==> config.mk <==
export PLATFORM = sky130hd
export DESIGN_NAME = ppc_queue
export DESIGN_NICKNAME = d
export VERILOG_FILES = /design/src/rtl/core/ppc_pkg.sv /design/src/rtl/core/ppc_queue.sv
export SDC_FILE = /design/constraint.sdc
export NUM_CORES = 1
export LEC_CHECK = 0
export ABC_AREA = 0
export BUFFER_PORTS_ARGS = -buffer_cell sky130_fd_sc_hd__buf_2
export CAP_MARGIN = 20
export CORE_ASPECT_RATIO = 0.8
export CORE_MARGIN = 3
export CORE_UTILIZATION = 51
export DETAILED_ROUTE_END_ITERATION = 7
export GPL_TIMING_DRIVEN = 0
export PLACE_DENSITY = 0.79
export SKIP_LAST_GASP = 1
export SYNTH_ARGS = -nofsm -noshare
export SYNTH_HDL_FRONTEND = slang
export SYNTH_SLANG_ARGS = --single-unit
==> constraint.sdc <==
create_clock -name clk -period 3.8 [get_ports clk]
set_input_delay 0 -clock clk [delete_from_list [all_inputs] [get_ports clk]]
set_output_delay 0 -clock clk [all_outputs]
set_load 0.005 [all_outputs]
==> src/rtl/core/ppc_pkg.sv <==
// Shared types, constants and helper functions for the pinhole projection core.
package ppc_pkg;

  localparam int CoordWidth = 32;
  localparam int FracBits   = 16;
  localparam int FocalWidth = 31;
  localparam int PoseCount  = 12;
  localparam int PoseIdxW   = 4;
  localparam int RegIdxW    = 3;
  localparam int DivWidth   = 64;
  localparam int QueueDepth = 4;
  localparam int AccWidth   = 2 * CoordWidth - FracBits + 2;

  localparam logic [FocalWidth-1:0] FocalReset  = FocalWidth'(1000 * 2 ** FracBits);
  localparam logic [CoordWidth-1:0] CenterXReset = CoordWidth'(320 * 2 ** FracBits);
  localparam logic [CoordWidth-1:0] CenterYReset = CoordWidth'(240 * 2 ** FracBits);
  localparam logic [CoordWidth-1:0] OneFixed     = CoordWidth'(2 ** FracBits);

  typedef logic signed [CoordWidth-1:0] coord_t;
  typedef logic signed [AccWidth-1:0] acc_t;

  typedef enum logic [0:0] {
    OP_LOAD    = 1'b0,
    OP_PROJECT = 1'b1
  } op_t;

  typedef enum logic [RegIdxW-1:0] {
    REG_FOCAL_X   = 3'd0,
    REG_FOCAL_Y   = 3'd1,
    REG_CENTER_X  = 3'd2,
    REG_CENTER_Y  = 3'd3,
    REG_AXIS_SKEW = 3'd4
  } reg_idx_t;

  typedef struct packed {
    coord_t x;
    coord_t y;
    coord_t z;
  } cam_t;

  typedef struct packed {
    logic neg_u;
    logic neg_v;
    logic behind;
  } side_t;

  function automatic coord_t pose_reset(input int i);
    return (i == 0 || i == 4 || i == 8) ? coord_t'(OneFixed) : coord_t'(0);
  endfunction

  function automatic coord_t sat_coord(input acc_t x);
    coord_t r;
    r = x[CoordWidth-1:0];
    if (x[AccWidth-1:CoordWidth-1] != {(AccWidth-CoordWidth+1){1'b0}} &&
        x[AccWidth-1:CoordWidth-1] != {(AccWidth-CoordWidth+1){1'b1}}) begin
      r = x[AccWidth-1] ? {1'b1, {(CoordWidth-1){1'b0}}} : {1'b0, {(CoordWidth-1){1'b1}}};
    end
    return r;
  endfunction

  function automatic coord_t sat_quo(input logic [DivWidth-1:0] q, input logic neg);
    logic   over;
    coord_t r;
    over = (q[DivWidth-1:CoordWidth-1] != '0);
    if (!neg) begin
      r = over ? {1'b0, {(CoordWidth-1){1'b1}}} : coord_t'(q[CoordWidth-1:0]);
    end else begin
      r = over ? {1'b1, {(CoordWidth-1){1'b0}}} : -coord_t'(q[CoordWidth-1:0]);
    end
    return r;
  endfunction

endpackage

==> src/rtl/core/ppc_queue.sv <==
// Small FIFO of camera points between the front end and the back end.
module ppc_queue import ppc_pkg::*; (
  input  logic clk,
  input  logic rst,
  input  logic push,
  input  cam_t push_data,
  input  logic pop,
  output cam_t pop_data,
  output logic full,
  output logic empty
);

  localparam int PtrW = $clog2(QueueDepth);
  localparam int CntW = $clog2(QueueDepth + 1);

  cam_t mem [QueueDepth];
  logic [PtrW-1:0] wr_ptr;
  logic [PtrW-1:0] rd_ptr;
  logic [CntW-1:0] count;

  assign full     = count == CntW'(QueueDepth);
  assign empty    = count == '0;
  assign pop_data = mem[rd_ptr];

  always_ff @(posedge clk) begin
    if (push) mem[wr_ptr] <= push_data;
  end

  always_ff @(posedge clk) begin
    if (rst) begin
      wr_ptr <= '0;
      rd_ptr <= '0;
      count  <= '0;
    end else begin
      if (push) wr_ptr <= wr_ptr + 1'b1;
      if (pop) rd_ptr <= rd_ptr + 1'b1;
      count <= count + CntW'(push) - CntW'(pop);
    end
  end

  a_count_range: assert property (@(posedge clk) disable iff (rst)
    count <= CntW'(QueueDepth)) else $error("queue count above depth");
  a_no_overflow: assert property (@(posedge clk) disable iff (rst)
    push |-> !full || pop) else $error("push into full queue");
  a_no_underflow: assert property (@(posedge clk) disable iff (rst)
    pop |-> !empty) else $error("pop from empty queue");

endmodule

### After elaboration in Yosys (flattened, before gate mapping)

Memory sizes are Yosys's and may differ from the RTL's. A register that Yosys moved wholly into a read port is not among the register bits.
Index checks and enable logic that the tools add are counted.

| operators by class | value |
|---|---|
| add/sub/neg operators | 4 |
| eq/ne operators | 1 |
| multiplexer cells | 4 |
| reductions and logical operators | 1 |

Operators by type and width:

| kind | count |
|---|---|
| $add A2 B1 Y2 const B | 2 |
| $mux W2 | 2 |
| $add A3 B1 Y3 | 1 |
| $eq A3 B3 Y1 const B | 1 |
| $logic_not A3 Y1 | 1 |
| $sub A3 B1 Y3 | 1 |
| $mux W1 | 2 |

| storage, ports and cells | value |
|---|---|
| register bits after elaboration | 7 |
| RAM bits | 384 |
| word-level logic and storage cells | 14 |
| memories kept | 1 |

Memory list:

| memory | depth | width | read ports | clocked after memory_dff | wr ports | RTL line | source |
|---|---|---|---|---|---|---|---|
| mem | 4 | 96 | 1 | 1 | 1 | ppc_queue.sv:16 | `cam_t mem [QueueDepth];` |

### Longest topological paths before layout

Gate-level depths: netlist (run 1).

| depth | value |
|---|---|
| word-level depth | 3 |
| gate-level depth with buffers | 7 |

### Worst setup path before layout (run 1)

No wires, ideal clock.

| timing | value |
|---|---|
| kind | reg-to-reg |
| from | register wr_ptr[0] |
| to | memory mem[0][0] (netlist name), enable pin |
| library setup time | 465 ps |
| arrival | 2,764 ps |
| setup slack | 571 ps |
| stages on the path, launching flop included | 4 |
| path buffers | 0 |
| clock period less this slack | 3,229 ps |
| path through | dfxtp_1 > inv_1 > ha_1 > and2_1 |

RTL lines:

| item | RTL line | source |
|---|---|---|
| start: declaration | ppc_queue.sv:17 | `logic [PtrW-1:0] wr_ptr;` |
| start signal: assignment | ppc_queue.sv:35 | `if (push) wr_ptr <= wr_ptr + 1'b1;` |
| end: declaration | ppc_queue.sv:16 |  |

No word-level cell before the write port.

==> results of run 1 <==
## timing repair
item | CTS | global route
endpoints found under the hold margin | 393 | 0
hold buffers | 100 | 0
setup endpoints to repair | 0 | 0
## final timing paths
kind | startpoint | to | slack (ns) | depth (start not counted)
max | register | pop_data[18] | 1.56 | 4
min | push_data[74] | mem[0][74] | 0.22 | 2
max reg2reg | wr_ptr[0] | mem[2][64] | 1.82 | 4
min reg2reg | rd_ptr[1] | register | 0.56 | 2
## sequential cells by signal (all words and copies together) (netlist names), named ones only
| register | cells |
|---|---|
| count | 3 |
| mem | 384 |
| rd_ptr | 2 |
| wr_ptr | 2 |
## per-layer routing
| metal | wire, um | global-route usage, % | vias to the layer above | part of all wire, % |
|---|---|---|---|---|
| li1 | - | - | 3020 | - |
| met1 | 11400 | 25.6 | 3594 | 40 |
| met2 | 14300 | 31.9 | 231 | 50 |
| met3 | 2350 | 6.11 | 40 | 8.2 |
| met4 | 479 | 5.16 | 0 | 1.7 |
| met5 | 0 | 0 | - | 0 |
## cells by family after synthesis
group / synth area share [%]
flip-flops: 81.9
multiplexers: 15.2
buffers and inverters: 1.31
AND/OR/NAND/NOR: 0.525
adder cells (fa/ha/maj): 0.665
XOR/XNOR: 0.289
AO/OA/AOI/OAI: 0.105
## through the flow
| stage | total power (W) | hold WS [ns] | worst slack, ns | cell area (sq um) | instances |
|---|---|---|---|---|---|
| 5_1_grt | 0.0101 | 0.214 | 1.39 | 18100 | 1275 |
| 3_3_place_gp | 0.00600 | 0.213 | -1.08 | 15700 | 1105 |
| 3_5_place_dp | 0.00602 | 0.214 | 1.83 | 15900 | 1109 |
| 2_1_floorplan | 0.00561 | 0.0716 | 0.571 | 14300 | 544 |
| 4_1_cts | 0.00981 | 0.190 | 1.48 | 18100 | 1275 |
| 6_report | 0.00973 | 0.225 | 1.56 | 18100 | 1276 |
## cell type report
class / count / area (sq um)
clock buffer: 50 / 1080
multi-input combinational: 123 / 2410
sequential: 393 / 11700
antenna: 1 / 2.50
buffer: 22 / 165
clock inverter: 16 / 163
inverter: 6 / 22.5
timing repair buffer: 301 / 2100
fill: 1776 / 9330
tap: 364 / 455
## where the power goes
group	switching [W]	leakage, nW	total [W]	internal [W]
logic	0.000468	2.01	0.000972	0.000504
registers	0.0000537	3.60	0.00504	0.00498
clock network	0.00152	0.610	0.00372	0.00221
total	0.00204	6.22	0.00973	0.00769
## cell usage in the layout (no fill, tap or decap), types with 2 or more instances in the layout
cell type / count
clkinv_1: 6
buf_16: 4
xnor2_1: 2
dfxtp_1: 9
inv_1: 6
clkinv_2: 5
nor2b_1: 2
bufinv_16: 3
nor2_1: 5
buf_8: 4
clkbuf_1: 12
dlygate4sd3_1: 100
mux4_2: 96
clkbuf_16: 41
ha_1: 6
buf_2: 208
clkbuf_8: 2
and2_4: 4
edfxtp_1: 384
## critical path: cells and delay by family, from the launching register on
kind / cells / cell delay [ns]
buffers and inverters: 3 / 0.99
flip-flops: 1 / 0.30
multiplexers: 1 / 0.41
==> results.yml, run 1 <==
outcome:
  status: "finished clean"
logic_synthesis:
  ys_top_cells_by_area: "edfxtp_1 (81%), mux4_2 (15%), dfxtp_1 (1.3%), ha_1 (0.53%), buf_8 (0.42%)"
  yosysMostFrequentCell: "edfxtp_1"
  syn_inst: 544
  ys_warn_count: 0
  synth_commonest_cells: "edfxtp_1 (384), mux4_2 (96), buf_2 (11), dfxtp_1 (9)"
  synth_top_cell_area_share_pct: 80.7
  synth-edff-count: 384
  synthArstFlopShare_pct: 0
  synth_area_sq_mm: 0.0143
  ys_ff_latch: 393
  synthFlopType: "edfxtp_1"
  synth_top_cell_by_area: "edfxtp_1"
  syn_avg_cell_area_sq_um: 26.3
  synth_seq_area_share_pct: 81.9
  synthesis.nets: 651
  synth_cell_types: 22
clock_network:
  clkLatencyLatePin_ns: 0.52
  post-cts-setup-buffer-count: 0
  cts_num_sinks: 393
  cts-resized-gates: 0
  max-clock-path-buffers: 3
  numCtsBuffers: 39
  cts_max_level: 2
  root_buffer: "clkbuf_16"
  clk_pin_slew_ns: 0.06
  tritoncts: "yes"
die:
  die_w_um: 193
  ioPinCount: 198
  dieHeight_um: 156
  num_rows: 54
  initial_utilization_pct: 52.1
  die_area_sq_mm: 0.0301
  fp.coreArea_sq_mm: 0.0274
power_and_ir_drop:
  peakVddDrop_uv: 429
  cellPowerDensity_mw_per_mm2: 537
  p_leak_nw: 6.22
final_layout:
  synthToLayoutAreaGrowth_pct: 26.6
  layout-drive-gt1-share_pct: 40.8
  utilization_pct: 66.0
  nets: 993
route:
  final_antenna_net_count: 0
  vias: 6885
  drt_iter0_drc: 540
  dr.pass1.iters: 4
  route.detailed.drc: 0
  post_drt_wl_per_cell_um: 22.4
  wl_um: 28600
  viasPerCell: 5.40
place:
  gp_congestion: 0.683
  dp_hpwl_um: 16600
  port_buffers: 197
global_routing:
  grt_pass1_vias: 7643
  grt_max_degree: 60
  antenna_found_initial: 0
  grt_pass1_wl_um: 43800
  grt_overflow: 0
  track_usage_pct: 19.4
worst_setup_path:
  critPathRequiredTime_ns: 3.80
  crit_type: "reg2out"
  arrival_ns: 2.24
  cpPeakStageDelay_ns: 0.59
  cp_max_fo: 10
  startpoint_type: "register"
  cp-end-kind: "output port"
  cp_common_cell: "buf_2"
  worstPathCellList: "buf_2 > clkbuf_1 > mux4_2 > buf_2"
  crit_path_top_delay_cell: "clkbuf_1"
sta:
  fin_setup_tns_ns: 0
  rsz0062_at_grt: "false"
  period_share_pct: 58.9
  max_freq_ghz: 0.447
  relSlewSlack_pct: 49.6
  setup_viol: 0
  finClkSkew_ns: 0.0138
  finalMaxSlewViolations: 0
  fin_crit_ns: 2.24
  hold_viol_final: 0
  worst_pin_slew_ns: 0.756
flow_run:
  cap_violations: 0
min_path:
  hold_path_class: "in2reg"
(Power assumes the default switching activity.)
==> run 2: changes to the inputs <==
--- a/config.mk
+++ b/config.mk
@@ -5,7 +5,7 @@
 export SDC_FILE = /design/constraint.sdc
 export NUM_CORES = 1
 export LEC_CHECK = 0
-export ABC_AREA = 0
+export ABC_AREA = 1
 export BUFFER_PORTS_ARGS = -buffer_cell sky130_fd_sc_hd__buf_2
 export CAP_MARGIN = 20
 export CORE_ASPECT_RATIO = 0.8
@@ -13,7 +13,7 @@
 export CORE_UTILIZATION = 51
 export DETAILED_ROUTE_END_ITERATION = 7
 export GPL_TIMING_DRIVEN = 0
-export PLACE_DENSITY = 0.79
+export PLACE_DENSITY = 0.78
 export SKIP_LAST_GASP = 1
 export SYNTH_ARGS = -nofsm -noshare
 export SYNTH_HDL_FRONTEND = slang
==> constraint.sdc (replaced) <==
create_clock -name clk -period 2.15 [get_ports clk]
set_input_delay 0 -clock clk [delete_from_list [all_inputs] [get_ports clk]]
set_output_delay 0 -clock clk [all_outputs]
set_load 0.005 [all_outputs]
==> run 2 against run 1 <==
Die area rose by 11%. Via count rose by 48%. Clock power rose by 86%. Worst setup slack got worse by 1.4 ns. Global-route usage rose by 1.9 points. Synthesized cell count rose by 120%.
==> results.yml, run 2 <==
route:
  drt_iter0_drc: 884
  post_drt_wl_per_cell_um: 18.4
  route.detailed.drc: 0
  final_antenna_net_count: 0
  wl_um: 36300
  viasPerCell: 5.18
  vias: 10191
  dr.pass1.iters: 5
final_layout:
  layout_commonest_cell: "edfxtp_1"
  synthToLayoutAreaGrowth_pct: 25.5
  reg_top3: "mem (384), count (3)"
  n_fill_cell: 2120
  regMostFlops: "mem"
  seq_area_sq_mm: 0.0117
  layout_common_cells: "edfxtp_1 (384), buf_2 (220), inv_1 (202)"
  design_area_sq_mm: 0.0200
  multiInputGateArea_sq_mm: 0.00292
  instances_no_fill: 1969
  largest_reg_flops: 384
  layout-drive-gt1-share_pct: 27.1
  utilization_pct: 65.4
  nets: 1634
global_routing:
  grt_pass1_wl_um: 54700
  grt_max_degree: 36
  grt_pass1_vias: 10060
  grt-busiest-layer: "met2"
  track_usage_pct: 21.3
  antenna_found_initial: 1
  met3_usage_pct: 3.71
  grt_use_met1_pct: 29.8
  grt_overflow: 0
  grtUsageMet2_pct: 34.7
die:
  fp.coreArea_sq_mm: 0.0306
  die_w_um: 204
  num_rows: 57
  die_area_sq_mm: 0.0334
  ioPinCount: 198
  dieHeight_um: 164
  initial_utilization_pct: 52.1
sta:
  relSlewSlack_pct: 35.7
  setup_viol: 0
  hold_ws_ns: 0.205
  rsz0062_at_grt: "false"
  fin_crit_ns: 2.00
  finalMaxSlewViolations: 0
  hold_viol_final: 0
  worst_pin_slew_ns: 0.959
  max_freq_ghz: 0.500
  period_share_pct: 93.1
  finClkSkew_ns: 0.0105
worst_setup_path:
  r2r_slack_ns: 0.18
  cpPeakStageDelay_ns: 0.37
  crit_type: "reg2out"
  setup.worst_path.end: "pop_data[5]"
  r2r-start: "wr_ptr[0]"
  worstPathCellList: "buf_2 > buf_2 > a21oi_1 > o21ai_0 > nand2_1 > buf_2"
  crit_path_top_delay_cell: "buf_2"
  cp-end-kind: "output port"
  crit_family: "buffers and inverters"
  cp_common_cell: "buf_2"
  worst-path-stages: 6
  cp_max_fo: 10
  startpoint_type: "register"
  arrival_ns: 2.00
  rr_endpoint: "mem[3][5]"
  crit_buf_inv: 3
  r2r_cells: 3
  critPathRequiredTime_ns: 2.15
flow_run:
  cap_violations: 0
logic_synthesis:
  syn_inst: 1176
  synthAdderAreaFrac_pct: 0.596
  ys_ff_latch: 393
  synth-edff-count: 384
  synth_top_family_by_area: "compound AO/OA/AOI/OAI gates"
  ys_warn_count: 0
  synthArstFlopShare_pct: 0
  syn_avg_cell_area_sq_um: 13.6
  synth_area_sq_mm: 0.0159
  synth_commonest_cells: "edfxtp_1 (384), inv_1 (208), nand2_1 (200), o211ai_1 (96), o21ai_1 (88)"
  synth_compound_gate_area_share_pct: 12.7
  synth_top_cell_area_share_pct: 72.3
  synthSimpleGateAreaFrac_pct: 4.87
  synth_cell_types: 20
  synth_seq_area_share_pct: 73.5
  synthFlopType: "edfxtp_1"
  synth_top_cell_by_area: "edfxtp_1"
  synth-xor-area-share_pct: 0
  synthMuxAreaShare_pct: 0
  synthesis.nets: 1283
  yosysMostFrequentCell: "edfxtp_1"
  ys_top_cells_by_area: "edfxtp_1 (72%), inv_1 (4.9%), nand2_1 (4.7%), o211ai_1 (4.5%), a21oi_2 (4.4%)"
clock_network:
  max-clock-path-buffers: 3
  cts_num_sinks: 393
  clkLatencyLatePin_ns: 0.52
  tritoncts: "yes"
  cts_max_level: 2
  numCtsBuffers: 40
  root_buffer: "clkbuf_16"
  clk_pin_slew_ns: 0.06
place:
  placed_cells: 1796
  dp_hpwl_um: 22100
  gp_congestion: 0.772
  port_buffers: 197
  placed_area_sq_mm: 0.0177
power_and_ir_drop:
  p_leak_nw: 7.86
  cellPowerDensity_mw_per_mm2: 886
  peakVddDrop_uv: 720
  power_w: 0.0177
min_path:
  hold_path_class: "in2reg"
outcome:
  status: "finished clean"
-- run 2: changes by cell type in the layout (fill, tap and decap cells not counted), sizes merged, moves of 6 or more --
cell,previous run,this run
a21oi,1,102
o211ai,0,96
o21ai,0,100
buf,218,270
inv,6,204
mux4,96,0
nand2,0,200
clkinvlp,0,6
-- run 2: how the worst min path moves through the flow --
stage	start	end	slack [ns]	depth (start not counted)
finish	rst	count[1]	0.21	3
detailed placement	rst	count[0]	0.20	2
global route	rst	count[1]	0.20	3
floorplan	rst	count[0]	0.07	1
global placement	rst	count[0]	0.19	2
CTS	rst	count[1]	0.17	3
-- run 2: metal layers --
layer | part of all wire, % | wire length [um]
met1 | 43 | 15400
met2 | 48 | 17400
met3 | 7.4 | 2690
met4 | 2.2 | 802
met5 | 0 | 0
-- run 2: where the power goes --
part | switching (W) | internal, W | total [W]
registers | 0.0000822 | 0.00876 | 0.00885
clock network | 0.00270 | 0.00422 | 0.00692
logic | 0.00117 | 0.000807 | 0.00197
-- run 2: final cells by class --
class / count / share of cell area (%)
antenna: 1 / 0.0125
sequential: 393 / 58.5
tap: 413 / 2.58
clock inverter: 19 / 1.07
timing repair buffer: 307 / 10.9
buffer: 64 / 2.74
clock buffer: 51 / 5.52
multi-input combinational: 511 / 14.6
inverter: 208 / 3.98
timing repair inverter: 2 / 0.0500
-- run 2: cells by family after synthesis --
logic type                 after synthesis
DFF                                    393
AOI/OAI and AO/OA                      298
buffers and inverters                  272
and+or+nand+nor                        206
adders and majority gates                7
-- run 2: what timing repair did --
item                       in CTS  in global routing
buffers inserted                0                  0
resized for setup               0                  0
hold buffers                  100                  0
setup endpoints to repair       0                111
hold endpoints to repair      393                  0
-- run 2: metrics by stage --
step           setup TNS (ns)  worst slack [ns]
2_1_floorplan          -92.60            -0.252
3_3_place_gp          -539.31             -1.44
3_5_place_dp                0            0.0267
4_1_cts                     0           0.00766
5_1_grt                     0            0.0342
6_report                    0             0.149
-- run 2: tightest hold or removal path: cells and delay by family --
kind | cells | cell delay, ns
buf+inv | 2 | 0.64
simple gates | 1 | 0.05
==> run 3: changes to the inputs <==
==> constraint.sdc (replaced) <==
create_clock -name clk -period 2.5 [get_ports clk]
set_input_delay 0 -clock clk [delete_from_list [all_inputs] [get_ports clk]]
set_output_delay 0 -clock clk [all_outputs]
set_load 0.005 [all_outputs]
==> run 3 against run 2 <==
Largest cell class unchanged. Critical path depth is 1 lower. Utilization is 0.094 points lower. Sequential cell count stayed put. Global-route usage is 0.20 points higher.
==> results.yml, run 3 (synthesis gave the netlist of run 2 again) <==
power_and_ir_drop:
  pwr-share-seq_pct: 50.0
  peakVddDrop_uv: 703
  p_leak_nw: 7.86
  switching_power_w: 0.00340
  cellPowerDensity_mw_per_mm2: 762
  swShare_pct: 22.4
  power_frac_comb_pct: 11.1
  power.internal_w: 0.0118
  power.share.clock_pct: 38.9
sta:
  hold_viol_final: 0
  period_share_pct: 89.2
  finalMaxSlewViolations: 0
  fin_setup_tns_ns: 0
  hold_ws_ns: 0.215
  setup_viol: 0
  max_freq_ghz: 0.448
  finClkSkew_ns: 0.00822
  worst_pin_slew_ns: 0.782
  relSlewSlack_pct: 47.8
  rsz0062_at_grt: "false"
  fin_crit_ns: 2.23
  setup_ws_ns: 0.269
route:
  vias: 10075
  post_drt_wl_per_cell_um: 18.3
  dr.pass1.iters: 5
  viasPerCell: 5.12
  drt_iter0_drc: 681
  final_antenna_net_count: 0
  route.detailed.drc: 0
  wl_um: 36000
global_routing:
  grtUsageMet2_pct: 35.3
  grt_pass1_vias: 10162
  grt_overflow: 0
  grt_max_degree: 38
  grt_use_met1_pct: 29.6
  track_usage_pct: 21.5
  grt-busiest-layer: "met2"
  met3_usage_pct: 3.74
  grt_pass1_wl_um: 55600
  antenna_found_initial: 1
clock_network:
  root_buffer: "clkbuf_16"
  cts_num_sinks: 393
  clkLatencyLatePin_ns: 0.52
  cts_max_level: 2
  numCtsBuffers: 38
  post-cts-setup-buffer-count: 0
  max-clock-path-buffers: 3
  clk_pin_slew_ns: 0.06
  tritoncts: "yes"
worst_setup_path:
  startpoint_type: "register"
  critPathRequiredTime_ns: 2.74
  r2r-start: "wr_ptr[0]"
  cp-end-kind: "register"
  crit_type: "reg2reg"
  cp_max_fo: 35
  critPathLaunch: "wr_ptr[0]"
  r2r_cells: 5
  arrival_ns: 2.47
place:
  placed_area_sq_mm: 0.0177
  pre_cts_ws_ns: 0.340
  port_buffers: 197
  gp_congestion: 0.735
  dp_hpwl_um: 22200
die:
  die_area_sq_mm: 0.0334
  die_w_um: 204
  ioPinCount: 198
  num_rows: 57
  fp.coreArea_sq_mm: 0.0306
  initial_utilization_pct: 52.1
  dieHeight_um: 164
final_layout:
  largest_reg_flops: 384
  layout-drive-gt1-share_pct: 26.6
  synthToLayoutAreaGrowth_pct: 25.3
  regMostFlops: "mem"
  layout_common_cells: "edfxtp_1 (384), buf_2 (220), inv_1 (204)"
  n_fill_cell: 2152
  layout_commonest_cell: "edfxtp_1"
  utilization_pct: 65.3
  design_area_sq_mm: 0.0200
  nets: 1630
  reg_top3: "mem (384), count (3)"
min_path:
  holdPathStages: 3
  hold_start: "rst"
  hold_path_class: "in2reg"
flow_run:
  cap_violations: 0
outcome:
  status: "finished clean"
## run 3: through the flow
step,power [W],std cells
4_1_cts,0.0153,1965
3_5_place_dp,0.00930,1796
6_report,0.0152,1966
2_1_floorplan,0.00859,1176
5_1_grt,0.0158,1966
3_3_place_gp,0.00924,1786
## run 3: layer usage
metal,share of wire (%),vias up
li1,-,4789
met2,48,342
met3,6.5,71
met1,42,4873
met4,2.6,0
met5,0,-
## run 3: final timing paths
check               end  slack [ns]
max          mem[2][51]        0.27
max reg2reg  mem[2][51]        0.27
min            count[1]        0.21
min reg2reg   rd_ptr[1]        0.47
## run 3: power by group through the flow
stage               logic [W]  clock network [W]  registers, W
floorplan            0.000847                  0       0.00774
global placement      0.00148                  0       0.00776
detailed placement    0.00155                  0       0.00775
CTS                   0.00170            0.00601       0.00760
global route          0.00186            0.00632       0.00762
finish                0.00169            0.00593       0.00761
## run 3: critical path, cell delays in order, from the launching register on
cell        delay [ns]
dfxtp_1           0.37
inv_1             0.12
ha_1              0.22
nand2_1           0.11
clkinvlp_4        0.63
buf_12            0.44
## run 3: final cells by class
type	count	area [sq um]	share of cell area, %
tap	413	517	2.59
buffer	64	548	2.74
multi-input combinational	511	2900	14.5
timing repair buffer	307	2190	11.0
antenna	1	2.50	0.0125
clock inverter	19	223	1.11
inverter	208	796	3.98
sequential	393	11700	58.6
clock buffer	50	1090	5.45
## run 3: what timing repair did
item                                   CTS  global route
endpoints found under the hold margin  393             0
gates resized for setup                  0             0
hold buffers                           100             0
